<file path="config.mk">
export PLATFORM = sky130hd
export DESIGN_NAME = console_line_editor_top_flat
export DESIGN_NICKNAME = d
export VERILOG_FILES = /design/src/hw/rtl/cle_pkg.sv /design/src/hw/rtl/cle_req_if.sv /design/src/hw/rtl/cle_rsp_if.sv /design/src/hw/rtl/console_line_editor_top.sv /design/src/hw/rtl/cle_datapath.sv /design/src/hw/rtl/cle_controller.sv /design/src/flat_wrapper.sv
export VERILOG_INCLUDE_DIRS = /design/src /design/src/hw/rtl
export SDC_FILE = /design/constraint.sdc
export NUM_CORES = 1
export LEC_CHECK = 0
export BUFFER_PORTS_ARGS = -buffer_cell sky130_fd_sc_hd__buf_2
export CAP_MARGIN = 10
export CORE_MARGIN = 2
export CORE_UTILIZATION = 55
export CTS_CLUSTER_DIAMETER = 60
export DETAILED_ROUTE_END_ITERATION = 8
export PLACE_DENSITY = 0.71
export SLEW_MARGIN = 10
export SYNTH_ARGS = -nofsm -noshare
export SYNTH_HDL_FRONTEND = slang
export SYNTH_SLANG_ARGS = --single-unit
</file>
<file path="constraint.sdc">
create_clock -name clk -period 10.2 [get_ports clk]
set_clock_uncertainty 0.1 [all_clocks]
set_input_delay 1.53 -clock clk [delete_from_list [all_inputs] [get_ports clk]]
set_output_delay 1.53 -clock clk [all_outputs]
set_load 0.05 [all_outputs]
</file>
<file path="src/hw/rtl/assert_macros.svh">
// Assertion macros shared by the console line editor RTL.
`ifndef ASSERT_MACROS_SVH
`define ASSERT_MACROS_SVH

// Checked on every clock edge outside reset.
`define CLE_ASSERT(lbl, clk, rst_n, prop, msg) \
	lbl: assert property (@(posedge clk) disable iff (!rst_n) prop) else $error(msg);

// Checked on every clock edge, reset included.
`define CLE_ASSERT_ALWAYS(lbl, clk, prop, msg) \
	lbl: assert property (@(posedge clk) prop) else $error(msg);

`endif

</file>
<file path="src/hw/rtl/cle_pkg.sv">
// Shared types and constants of the console line editor.
package cle_pkg;

	localparam int RING_DEPTH_DEF = 128;

	localparam logic [7:0] KEY_DEL  = 8'h7f;
	localparam logic [7:0] KEY_KILL = 8'h15;
	localparam logic [7:0] KEY_EOF  = 8'h04;
	localparam logic [7:0] KEY_CR   = 8'h0d;
	localparam logic [7:0] KEY_NL   = 8'h0a;

	localparam logic [6:0] ERASE_MAX = 7'd127;

	typedef enum logic [0:0] {
		CMD_RECEIVE = 1'b0,
		CMD_READ    = 1'b1
	} cmd_t;

	typedef enum logic [3:0] {
		ST_ECHO     = 4'd0,
		ST_ERASED   = 4'd1,
		ST_FULL     = 4'd2,
		ST_NOTHING  = 4'd3,
		ST_DATA     = 4'd4,
		ST_DATA_NL  = 4'd5,
		ST_EOF      = 4'd6,
		ST_EMPTY    = 4'd7,
		ST_EOF_HELD = 4'd8
	} status_t;

	typedef struct packed {
		logic capture;
		logic execute;
	} ctrl_cmd_t;

endpackage

</file>
<file path="src/hw/rtl/cle_req_if.sv">
// Request channel of the console line editor.
interface cle_req_if;
	logic       valid;
	logic       ready;
	logic       cmd;
	logic [7:0] rx_byte;
	logic       read_first;

	modport source (output valid, output cmd, output rx_byte, output read_first, input ready);
	modport sink (input valid, input cmd, input rx_byte, input read_first, output ready);
endinterface

</file>
<file path="src/hw/rtl/cle_rsp_if.sv">
// Response channel of the console line editor.
interface cle_rsp_if;
	logic       valid;
	logic       ready;
	logic [3:0] status;
	logic [7:0] echo_byte;
	logic [6:0] erase_count;
	logic [7:0] read_byte;
	logic       line_committed;

	modport source (output valid, output status, output echo_byte, output erase_count,
		output read_byte, output line_committed, input ready);
	modport sink (input valid, input status, input echo_byte, input erase_count,
		input read_byte, input line_committed, output ready);
endinterface

</file>
<file path="src/hw/rtl/console_line_editor_top.sv">
// Top level of the console line editor.

// Canonical console line editor: typed bytes go into a ring of RING_DEPTH bytes with
// read, commit and edit indices; carriage return becomes newline, Delete and Ctrl-U
// erase uncommitted bytes, newline or Ctrl-D commit a line, and a read request returns
// one committed byte, end of file (held unless read_first) or empty. Every request gets
// exactly one response. The accept cycle reads the ring slot after the read index from
// the single-port ring memory (registered read); the execute state then evaluates the
// request, writes the ring and loads the response register, waiting while an earlier
// response is not yet taken. A new request is accepted only after the last executes.
// Ring contents need no clearing after reset; requests are taken right away.
module console_line_editor_top #(
	parameter int RING_DEPTH = cle_pkg::RING_DEPTH_DEF
) (
	input logic      clk,
	input logic      arst_n,
	cle_req_if.sink  req,
	cle_rsp_if.source rsp
);

	cle_pkg::ctrl_cmd_t ctrl;

	cle_controller u_ctrl (
		.clk       (clk),
		.arst_n    (arst_n),
		.in_valid  (req.valid),
		.in_ready  (req.ready),
		.out_valid (rsp.valid),
		.out_ready (rsp.ready),
		.ctrl      (ctrl)
	);

	cle_datapath #(
		.RING_DEPTH (RING_DEPTH)
	) u_dp (
		.clk            (clk),
		.arst_n         (arst_n),
		.ctrl           (ctrl),
		.cmd            (req.cmd),
		.rx_byte        (req.rx_byte),
		.read_first     (req.read_first),
		.status         (rsp.status),
		.echo_byte      (rsp.echo_byte),
		.erase_count    (rsp.erase_count),
		.read_byte      (rsp.read_byte),
		.line_committed (rsp.line_committed)
	);

endmodule

</file>
<file path="src/hw/rtl/cle_datapath.sv">
// Line ring, indices and response register of the console line editor.
`include "assert_macros.svh"

module cle_datapath #(
	parameter int RING_DEPTH = cle_pkg::RING_DEPTH_DEF
) (
	input  logic                clk,
	input  logic                arst_n,
	input  cle_pkg::ctrl_cmd_t  ctrl,
	input  logic                cmd,
	input  logic [7:0]          rx_byte,
	input  logic                read_first,
	output logic [3:0]          status,
	output logic [7:0]          echo_byte,
	output logic [6:0]          erase_count,
	output logic [7:0]          read_byte,
	output logic                line_committed
);

	localparam int IDX_W = $clog2(RING_DEPTH);
	localparam int CNT_W = (IDX_W > 7) ? IDX_W : 7;
	localparam logic [IDX_W-1:0] LAST = IDX_W'(RING_DEPTH - 1);

	logic [7:0]       ring_mem [RING_DEPTH];
	logic [IDX_W-1:0] read_q, commit_q, edit_q;
	logic [IDX_W-1:0] read_nx, commit_nx, edit_nx;
	logic             cmd_q, first_q;
	logic [7:0]       byte_q, rd_data_q;

	logic [IDX_W-1:0] rd_slot, ed_slot, ed_prev;
	logic [7:0]       ch;
	logic [IDX_W:0]   kill_n;
	logic [CNT_W-1:0] kill_w;
	logic             wr_en;

	cle_pkg::status_t st_nx;
	logic [7:0]       echo_nx, rbyte_nx;
	logic [6:0]       erase_nx;
	logic             commit_ev;

	assign rd_slot = (read_q == LAST) ? '0 : read_q + 1'b1;
	assign ed_slot = (edit_q == LAST) ? '0 : edit_q + 1'b1;
	assign ed_prev = (edit_q == '0) ? LAST : edit_q - 1'b1;
	assign ch      = (byte_q == cle_pkg::KEY_CR) ? cle_pkg::KEY_NL : byte_q;
	assign kill_n  = {1'b0, edit_q} - {1'b0, commit_q}
		+ ((edit_q < commit_q) ? (IDX_W+1)'(RING_DEPTH) : '0);
	assign kill_w  = CNT_W'(kill_n);

	always_comb begin
		read_nx   = read_q;
		commit_nx = commit_q;
		edit_nx   = edit_q;
		st_nx     = cle_pkg::ST_NOTHING;
		echo_nx   = '0;
		erase_nx  = '0;
		rbyte_nx  = '0;
		commit_ev = 1'b0;
		wr_en     = 1'b0;
		if (cmd_q == cle_pkg::CMD_RECEIVE) begin
			if (ch == cle_pkg::KEY_DEL) begin
				if (edit_q != commit_q) begin
					edit_nx  = ed_prev;
					st_nx    = cle_pkg::ST_ERASED;
					erase_nx = 7'd1;
				end
			end else if (ch == cle_pkg::KEY_KILL) begin
				if (edit_q != commit_q) begin
					edit_nx  = commit_q;
					st_nx    = cle_pkg::ST_ERASED;
					erase_nx = (kill_w > CNT_W'(cle_pkg::ERASE_MAX)) ?
						cle_pkg::ERASE_MAX : kill_w[6:0];
				end
			end else if (ed_slot == read_q) begin
				st_nx = cle_pkg::ST_FULL;
			end else begin
				edit_nx = ed_slot;
				wr_en   = 1'b1;
				st_nx   = cle_pkg::ST_ECHO;
				echo_nx = ch;
				if (ch == cle_pkg::KEY_NL || ch == cle_pkg::KEY_EOF) begin
					commit_nx = ed_slot;
					commit_ev = 1'b1;
				end
			end
		end else begin
			if (read_q == commit_q) begin
				st_nx = cle_pkg::ST_EMPTY;
			end else if (rd_data_q == cle_pkg::KEY_EOF) begin
				if (first_q) begin
					read_nx = rd_slot;
					st_nx   = cle_pkg::ST_EOF;
				end else begin
					st_nx = cle_pkg::ST_EOF_HELD;
				end
			end else begin
				read_nx  = rd_slot;
				rbyte_nx = rd_data_q;
				st_nx    = (rd_data_q == cle_pkg::KEY_NL) ? cle_pkg::ST_DATA_NL
					: cle_pkg::ST_DATA;
			end
		end
	end

	always_ff @(posedge clk or negedge arst_n) begin
		if (!arst_n) begin
			read_q   <= '0;
			commit_q <= '0;
			edit_q   <= '0;
		end else if (ctrl.execute) begin
			read_q   <= read_nx;
			commit_q <= commit_nx;
			edit_q   <= edit_nx;
		end
	end

	always_ff @(posedge clk) begin
		if (ctrl.capture) begin
			cmd_q     <= cmd;
			byte_q    <= rx_byte;
			first_q   <= read_first;
			rd_data_q <= ring_mem[rd_slot];
		end
		if (ctrl.execute && wr_en) begin
			ring_mem[ed_slot] <= ch;
		end
	end

	always_ff @(posedge clk) begin
		if (ctrl.execute) begin
			status         <= st_nx;
			echo_byte      <= echo_nx;
			erase_count    <= erase_nx;
			read_byte      <= rbyte_nx;
			line_committed <= commit_ev;
		end
	end

	`CLE_ASSERT(a_idx_hold, clk, arst_n, !ctrl.execute |=> $stable(edit_q) && $stable(read_q) && $stable(commit_q), "indices moved without execute")
	`CLE_ASSERT(a_read_behind, clk, arst_n, ctrl.execute && cmd_q == cle_pkg::CMD_READ |=> $stable(edit_q) && $stable(commit_q), "read request moved edit or commit index")
	`CLE_ASSERT_ALWAYS(a_idx_range, clk, edit_q <= LAST && read_q <= LAST && commit_q <= LAST, "ring index out of range")

endmodule

</file>
<file path="src/hw/rtl/cle_controller.sv">
// Request sequencing and response valid of the console line editor.
`include "assert_macros.svh"

module cle_controller (
	input  logic               clk,
	input  logic               arst_n,
	input  logic               in_valid,
	output logic               in_ready,
	output logic               out_valid,
	input  logic               out_ready,
	output cle_pkg::ctrl_cmd_t ctrl
);

	typedef enum logic [1:0] {
		S_IDLE = 2'b01,
		S_EXEC = 2'b10
	} state_t;

	state_t state_q;
	logic   out_valid_q;
	logic   fire;

	assign in_ready     = (state_q == S_IDLE);
	assign fire         = (state_q == S_EXEC) && (!out_valid_q || out_ready);
	assign ctrl.capture = in_ready && in_valid;
	assign ctrl.execute = fire;
	assign out_valid    = out_valid_q;

	always_ff @(posedge clk or negedge arst_n) begin
		if (!arst_n) begin
			state_q     <= S_IDLE;
			out_valid_q <= 1'b0;
		end else begin
			case (state_q)
				S_IDLE: begin
					if (in_valid) state_q <= S_EXEC;
				end
				S_EXEC: begin
					if (fire) state_q <= S_IDLE;
				end
				default: state_q <= S_IDLE;
			endcase
			if (fire) begin
				out_valid_q <= 1'b1;
			end else if (out_ready) begin
				out_valid_q <= 1'b0;
			end
		end
	end

	`CLE_ASSERT(a_accept_exec, clk, arst_n, ctrl.capture |=> state_q == S_EXEC, "accepted request not executed")
	`CLE_ASSERT(a_fire_valid, clk, arst_n, ctrl.execute |=> out_valid_q, "executed request gave no response")
	`CLE_ASSERT(a_cmd_excl, clk, arst_n, !(ctrl.capture && ctrl.execute), "capture and execute in one cycle")

endmodule
</file>
<file path="src/flat_wrapper.sv">
// flat-port wrapper written by rule: the top's interface ports become plain ports
module console_line_editor_top_flat 
#(
	parameter int RING_DEPTH = cle_pkg::RING_DEPTH_DEF
)
  (clk, arst_n, req_valid, req_cmd, req_rx_byte, req_read_first, req_ready, rsp_valid, rsp_status, rsp_echo_byte, rsp_erase_count, rsp_read_byte, rsp_line_committed, rsp_ready);
  cle_req_if req_i ();
  cle_rsp_if rsp_i ();
  input logic clk;
  input logic arst_n;
  input wire logic [$bits(req_i.valid)-1:0] req_valid;
  input wire logic [$bits(req_i.cmd)-1:0] req_cmd;
  input wire logic [$bits(req_i.rx_byte)-1:0] req_rx_byte;
  input wire logic [$bits(req_i.read_first)-1:0] req_read_first;
  output wire logic [$bits(req_i.ready)-1:0] req_ready;
  output wire logic [$bits(rsp_i.valid)-1:0] rsp_valid;
  output wire logic [$bits(rsp_i.status)-1:0] rsp_status;
  output wire logic [$bits(rsp_i.echo_byte)-1:0] rsp_echo_byte;
  output wire logic [$bits(rsp_i.erase_count)-1:0] rsp_erase_count;
  output wire logic [$bits(rsp_i.read_byte)-1:0] rsp_read_byte;
  output wire logic [$bits(rsp_i.line_committed)-1:0] rsp_line_committed;
  input wire logic [$bits(rsp_i.ready)-1:0] rsp_ready;
  assign req_i.valid = req_valid;
  assign req_i.cmd = req_cmd;
  assign req_i.rx_byte = req_rx_byte;
  assign req_i.read_first = req_read_first;
  assign req_ready = req_i.ready;
  assign rsp_valid = rsp_i.valid;
  assign rsp_status = rsp_i.status;
  assign rsp_echo_byte = rsp_i.echo_byte;
  assign rsp_erase_count = rsp_i.erase_count;
  assign rsp_read_byte = rsp_i.read_byte;
  assign rsp_line_committed = rsp_i.line_committed;
  assign rsp_i.ready = rsp_ready;
  console_line_editor_top #(.RING_DEPTH(RING_DEPTH)) u_core (.clk(clk), .arst_n(arst_n), .req(req_i), .rsp(rsp_i));
endmodule
</file>
======== Word-level counts from Yosys, hierarchy flattened ========
Memories as Yosys holds them, arrays and structs flattened. A register that Yosys moved wholly into a read port is not among the register bits.
Cells that the tools add are included.
storage, ports and cells
  logic and storage cells ................. 96
  bits of input ports ..................... 14
  memories kept ........................... 1
  output and inout bits ................... 30
  bits in writable memories ............... 1,024
  register bits ........................... 62
operators by class
  reduce and logical (&&, ||, !) cells .... 14
  add/subtract/negate cells ............... 5
  mux-type cells .......................... 37
  eq/ne operators ......................... 20
  order comparisons ....................... 1
  bitwise logic cells ..................... 5
memory list
  memory                depth  width  rd ports  clocked after Yosys merged registers in  wr ports  line                RTL
  u_core.u_dp.ring_mem  128    8      1         1                                        1         cle_datapath.sv:24  logic [7:0] ring_mem [RING_DEPTH];
operators by type and width
  cell                                               number
  two-way mux 7 bit                                  14
  == test 8 x 4 -> 1 bit (second input constant)     3
  two-way mux 4 bit                                  6
  == test 8 x 3 -> 1 bit (second input constant)     2
  adder 7 x 1 -> 7 bit (second input constant)       2
  == test 7 bit                                      2
  == test 7 bit (second input constant)              2
  two-way mux 1 bit                                  11
  == test 8 x 5 -> 1 bit (second input constant)     1
  == test 8 x 7 -> 1 bit (second input constant)     1
  two-way mux 2 bit                                  4
  two-way mux 8 bit                                  1
  inequality test 2 bit (second input constant)      4
  adder 7 bit (second input constant)                1
  > comparator 7 bit (second input constant)         1
  logical NOT 7 bit                                  1
  inequality test 7 bit                              1
  subtractor 7 x 1 -> 7 bit (second input constant)  1
  subtractor 7 bit                                   1
  AND reduction 6 bit                                1
  NOT 1 bit                                          5
  AND reduction 5 bit                                1
  one-hot mux 2 bit (2 select lines)                 1
  AND reduction 4 bit                                1
  11 further kinds                                   14

======== Depth between registers and ports, before layout ========
  depth after elaboration ................. 10
  depth in mapped cells ................... 15
  mapped depth without buffers ............ 10

======== Hierarchy ========
From an unflattened synthesis, not the netlist that was laid out.
unflattened totals
  cells, all modules ...................... 2,574
  area, all modules ....................... 44,102.3 sq um
by module, submodules not included
  module          sequential area each (sq um)  cells an instance  times used  area each (sq um)
  cle_datapath    32,656.3                      2,562              1           43,964.7
  cle_controller  76.3                          12                 1           137.6

======== Worst setup path before layout ========
OpenSTA, ideal clock, no wires.
  path kind ............................... reg2reg
  start ................................... register u_core.u_dp.byte_q[2]
  end ..................................... memory u_core.u_dp.ring_mem[0][0], data pin
  required time ........................... 9.270 ns
  library setup time ...................... 0.830 ns
  data arrival time ....................... 3.809 ns
  slack ................................... 5.461 ns
  cell stages (with the launch flop) ...... 4
  clock period less this slack ............ 4.739 ns
  cells stage by stage .................... edfxtp_1 nand2b_1 nor3_1 nor2b_1
between the ends
  longest elaborated chain between the ends .. 2
ends and longest elaborated chain
  item                    line                 RTL
  start, declared         cle_datapath.sv:28   logic [7:0] byte_q, rd_data_q;
  start signal, assigned  cle_datapath.sv:119  byte_q <= rx_byte;
  == test 8 x 4 -> 1 bit  cle_datapath.sv:44   assign ch = (byte_q == cle_pkg::KEY_CR) ? cle_pkg::KEY_NL : byte_q;
  two-way mux 8 bit       cle_datapath.sv:44
  net u_core.u_dp.ch[0]   cle_datapath.sv:31   logic [7:0] ch;
  end, declared           cle_datapath.sv:24
The timed path passes the listed nets, and every way through them passes these cells.

======== Worst setup path after layout ========
  start ................................... register u_core.u_dp.edit_q[2]
  end ..................................... memory u_core.u_dp.ring_mem[93][3], enable pin
between the ends
  longest elaborated chain between the ends .. 10
ends and longest elaborated chain
  item                                                   line                 RTL
  start, declared                                        cle_datapath.sv:25   logic [IDX_W-1:0] read_q, commit_q, edit_q;
  start signal, assigned                                 cle_datapath.sv:112  edit_q <= edit_nx;
  adder 7 x 1 -> 7 bit or == test 7 bit (tied branches)  cle_datapath.sv:42   assign ed_slot = (edit_q == LAST) ? '0 : edit_q + 1'b1;
  two-way mux 7 bit *                                    cle_datapath.sv:42
  == test 7 bit                                          cle_datapath.sv:73   end else if (ed_slot == read_q) begin
  two-way mux 1 bit                                      cle_datapath.sv:73
  two-way mux 1 bit                                      cle_datapath.sv:66   end else if (ch == cle_pkg::KEY_KILL) begin
  two-way mux 1 bit                                      cle_datapath.sv:60   if (ch == cle_pkg::KEY_DEL) begin
  two-way mux 1 bit                                      cle_datapath.sv:59   if (cmd_q == cle_pkg::CMD_RECEIVE) begin
  logical AND 1 bit                                      cle_datapath.sv:123  if (ctrl.execute && wr_en) begin
  two-way mux 1 bit                                      cle_datapath.sv:123
  two-way mux 1 bit (implied by the code)                cle_datapath.sv:124  ring_mem[ed_slot] <= ch;
Mark *: on every way between the ends. The rest lies on a longest branch, timed or not.

==> results.sh <==
export IMPL_vias_per_cell=6.77
export IMPL_port_buffers=43
export IMPL_crit_fanout=72
export IMPL_yosys_area_top_type="edfxtp_1"
export IMPL_synth_flop_cell="edfxtp_1"
export IMPL_hold_viol_final=0
export IMPL_antenna_found_initial=0
export IMPL_fill_cells=5350
export IMPL_syn_num_nets=2384
export IMPL_grt_pass1_vias=24200
export IMPL_layout_min_cycle_time_ps=4930
export IMPL_final_setup_tns_ps=0
export IMPL_die_h_microns=287
export IMPL_vias=24700
export IMPL_outcome="complete, no violations"
export IMPL_synthCells=2359
export IMPL_start_util_pct=55.7
export IMPL_cts_resized=0
export IMPL_vdd_drop_max_v=0.000396
export IMPL_root_buffer="clkbuf_16"
export IMPL_dp_hpwl_mm=70.2
export IMPL_avgSynthCellArea_sq_um=18.7
export IMPL_finalSetupViolations=0
export IMPL_critPathKind="register to register"
export IMPL_cts_tree="done"
export IMPL_seq_area_frac_synth_pct=74.3
export IMPL_ctsHoldBuffers=0
export IMPL_synth_area_sq_mm=0.0441
export IMPL_cp_data_required_time_ps=10530
export IMPL_clock_latency_ps=680
export IMPL_post_drt_wl_per_cell_microns=31.9
export IMPL_ios=44
export IMPL_synth_distinct_cells=91
export IMPL_drc=0
export IMPL_grt_max_degree=137
export IMPL_drtIter0Drc=3649
export IMPL_timing_final_crit_share_pct=48.3
export IMPL_finalInstanceArea_sq_mm=0.0498
export IMPL_rsz0062_at_grt="false"
export IMPL_h_tree_depth=3
export IMPL_drive_above_1_share_pct=24.3
export IMPL_cts_sinks=1094
export IMPL_fin_cells=3652
export IMPL_cts_buffers=107
export IMPL_post_place_ws_ps=5360
export IMPL_routed_wl_mm=117
export IMPL_worst_slew_margin_rel_pct=4.23
export IMPL_min_path_type="register to register"
export IMPL_track_usage_pct=28.6
export IMPL_place_area_sq_mm=0.0461
export IMPL_area_growth_pct=12.9
export IMPL_drt_pre_antenna_iters=8
export IMPL_placed_cells=3450
export IMPL_power_leakage_nw=15.9
export IMPL_drtAntennaViolNets=0
export IMPL_fmax_mhz=203
export IMPL_cts_max_path_buffers=3
export IMPL_startpoint_type="register"
export IMPL_yosys_top_cells_count="edfxtp_1 (1070), mux4_2 (199), nor3_1 (152)"
export IMPL_layout_setup_ws_ps=5270
export IMPL_num_rows=103
export IMPL_grt_pass1_wl_mm=169
export IMPL_endpoint_kind="register"
export IMPL_drv_slew=0
export IMPL_synth_area_leaders="edfxtp_1 (73%), mux4_2 (10%), nor3_1 (1.7%)"
export IMPL_gr_total_overflow=0
export IMPL_synth_top_area_share_pct=72.9
export IMPL_die_x_microns=287
export IMPL_powerDensity_mw_per_mm2=270
export IMPL_synth_seq_cells=1094
export IMPL_synth_most_common_cell="edfxtp_1"
export IMPL_synth_warnings=0
export IMPL_fp_dieArea_sq_mm=0.0824
export IMPL_arrival_ps=5260
export IMPL_tightestPinTransition_ps=1430
export IMPL_routabilityCongestion=0.928
export IMPL_core_area_sq_mm=0.0791
export IMPL_post_cts_buffers=0
export IMPL_synth_async_reset_ratio_pct=2.19
export IMPL_clk_pin_slew_ps=60
export IMPL_synth_edff_count=1070
export IMPL_fin_nets=2535
export IMPL_drv_cap=0
-- final timing paths --
kind,startpoint,endpoint,slack (ps),cells past startpoint
min in group asynchronous,arst_n,u_core.u_ctrl.state_q[1],770,1
hold / removal,u_core.u_ctrl.out_valid,u_core.u_ctrl.out_valid,430,2
setup reg to reg,u_core.u_dp.edit_q[2],u_core.u_dp.ring_mem[93][3],5270,10
hold reg to reg,u_core.u_ctrl.out_valid,u_core.u_ctrl.out_valid,430,2
max in group asynchronous,arst_n,u_core.u_dp.read_q[3],8820,1
setup / recovery,u_core.u_dp.edit_q[2],u_core.u_dp.ring_mem[93][3],5270,10
-- through the flow --
stage	hold WS, ps	power (mW)	utilization (%)
after floorplan	368	7.96	-
after global placement	386	9.35	58.2
after detailed placement	414	9.40	58.2
after CTS	430	13.4	62.8
after global routing	464	13.8	62.9
final	431	13.4	62.9
-- cell usage in the layout (no fill, tap or decap), types with 7 or more instances in the layout --
cell	n
o211ai_1	8
a31oi_1	26
inv_1	20
clkinv_2	17
a211oi_1	9
xnor2_1	19
nor2_1	89
a2111oi_0	7
clkbuf_16	108
and2_1	8
clkinv_1	26
edfxtp_1	1070
a22oi_1	24
mux2_2	12
mux4_1	23
clkbuf_1	17
a22o_1	8
dfrtp_1	23
mux4_2	199
mux2i_1	31
and3_1	25
buf_2	44
bufinv_16	14
ha_1	9
o21ai_0	30
nand3_1	46
nand4_1	19
buf_4	134
nor3_1	120
xor2_1	13
a221oi_1	13
nand2_1	148
o221ai_1	8
nor3_2	32
a21oi_1	38
nor4_1	7
o22ai_1	15
-- report_power, final --
group	leakage, nW	total, mW	switching (mW)	internal, mW
Sequential	9.93	5.09	0.0684	5.02
Combinational	4.25	4.32	2.73	1.60
Clock	1.74	4.00	1.68	2.33
Total	15.9	13.4	4.47	8.95
-- cells by family (layout without fill, tap and decap cells) --
family | after synthesis | after routing | share of synthesized area (%)
AO/OA/AOI/OAI | 246 | 246 | 3.95
XOR/XNOR | 40 | 40 | 0.888
adder cells (fa/ha/maj) | 11 | 11 | 0.329
buffers and inverters | 159 | 400 | 2.02
flip-flops | 1094 | 1094 | 74.3
multiplexers | 269 | 269 | 12.7
other | 0 | 2 | 0
AND/OR/NAND/NOR | 540 | 540 | 5.87
-- state kept, by name, indices dropped and copies added, names as in the netlist --
register	cells
u_core.u_dp.cmd_q	1
u_core.u_dp.read_byte	8
u_core.u_dp.echo_byte	8
u_core.u_ctrl.state_q	2
u_core.u_dp.line_committed	1
u_core.u_ctrl.out_valid	1
u_core.u_dp.commit_q	7
u_core.u_dp.edit_q	7
u_core.u_dp.erase_count	7
u_core.u_dp.ring_mem	1024
u_core.u_dp.first_q	1
u_core.u_dp.rd_data_q	8
u_core.u_dp.read_q	7
u_core.u_dp.status	4
u_core.u_dp.byte_q	8
-- critical path: stages, from the launching register on --
cell	delay (ps)
dfrtp_1	640
nand3_1	250
o21ai_0	640
a21oi_4	180
xnor2_1	180
nand3_1	160
o21ai_4	360
buf_4	660
buf_4	870
nor3_1	320
buf_4	250
-- routing by layer --
layer / GRT usage, % / part of all wire [%] / vias to the layer above
met5: 0 / 0 / -
met4: 12.1 / 4.4 / 0
met3: 7.30 / 12 / 288
met2: 43.1 / 46 / 1822
met1: 40.2 / 37 / 12600
li1: - / - / 9998
-- layout make-up --
type	count	area (sq um)	share of cell area [%]
Antenna cell	2	5.00	0.0101
Clock buffer	129	2820	5.67
Clock inverter	70	773	1.55
Inverter	20	75.1	0.151
Multi-Input combinational cell	1106	10800	21.7
Sequential cell	1094	32700	65.8
Tap cell	1050	1310	2.64
Timing Repair Buffer	181	1270	2.55
No activity file was read; power rests on OpenSTA's default activity.
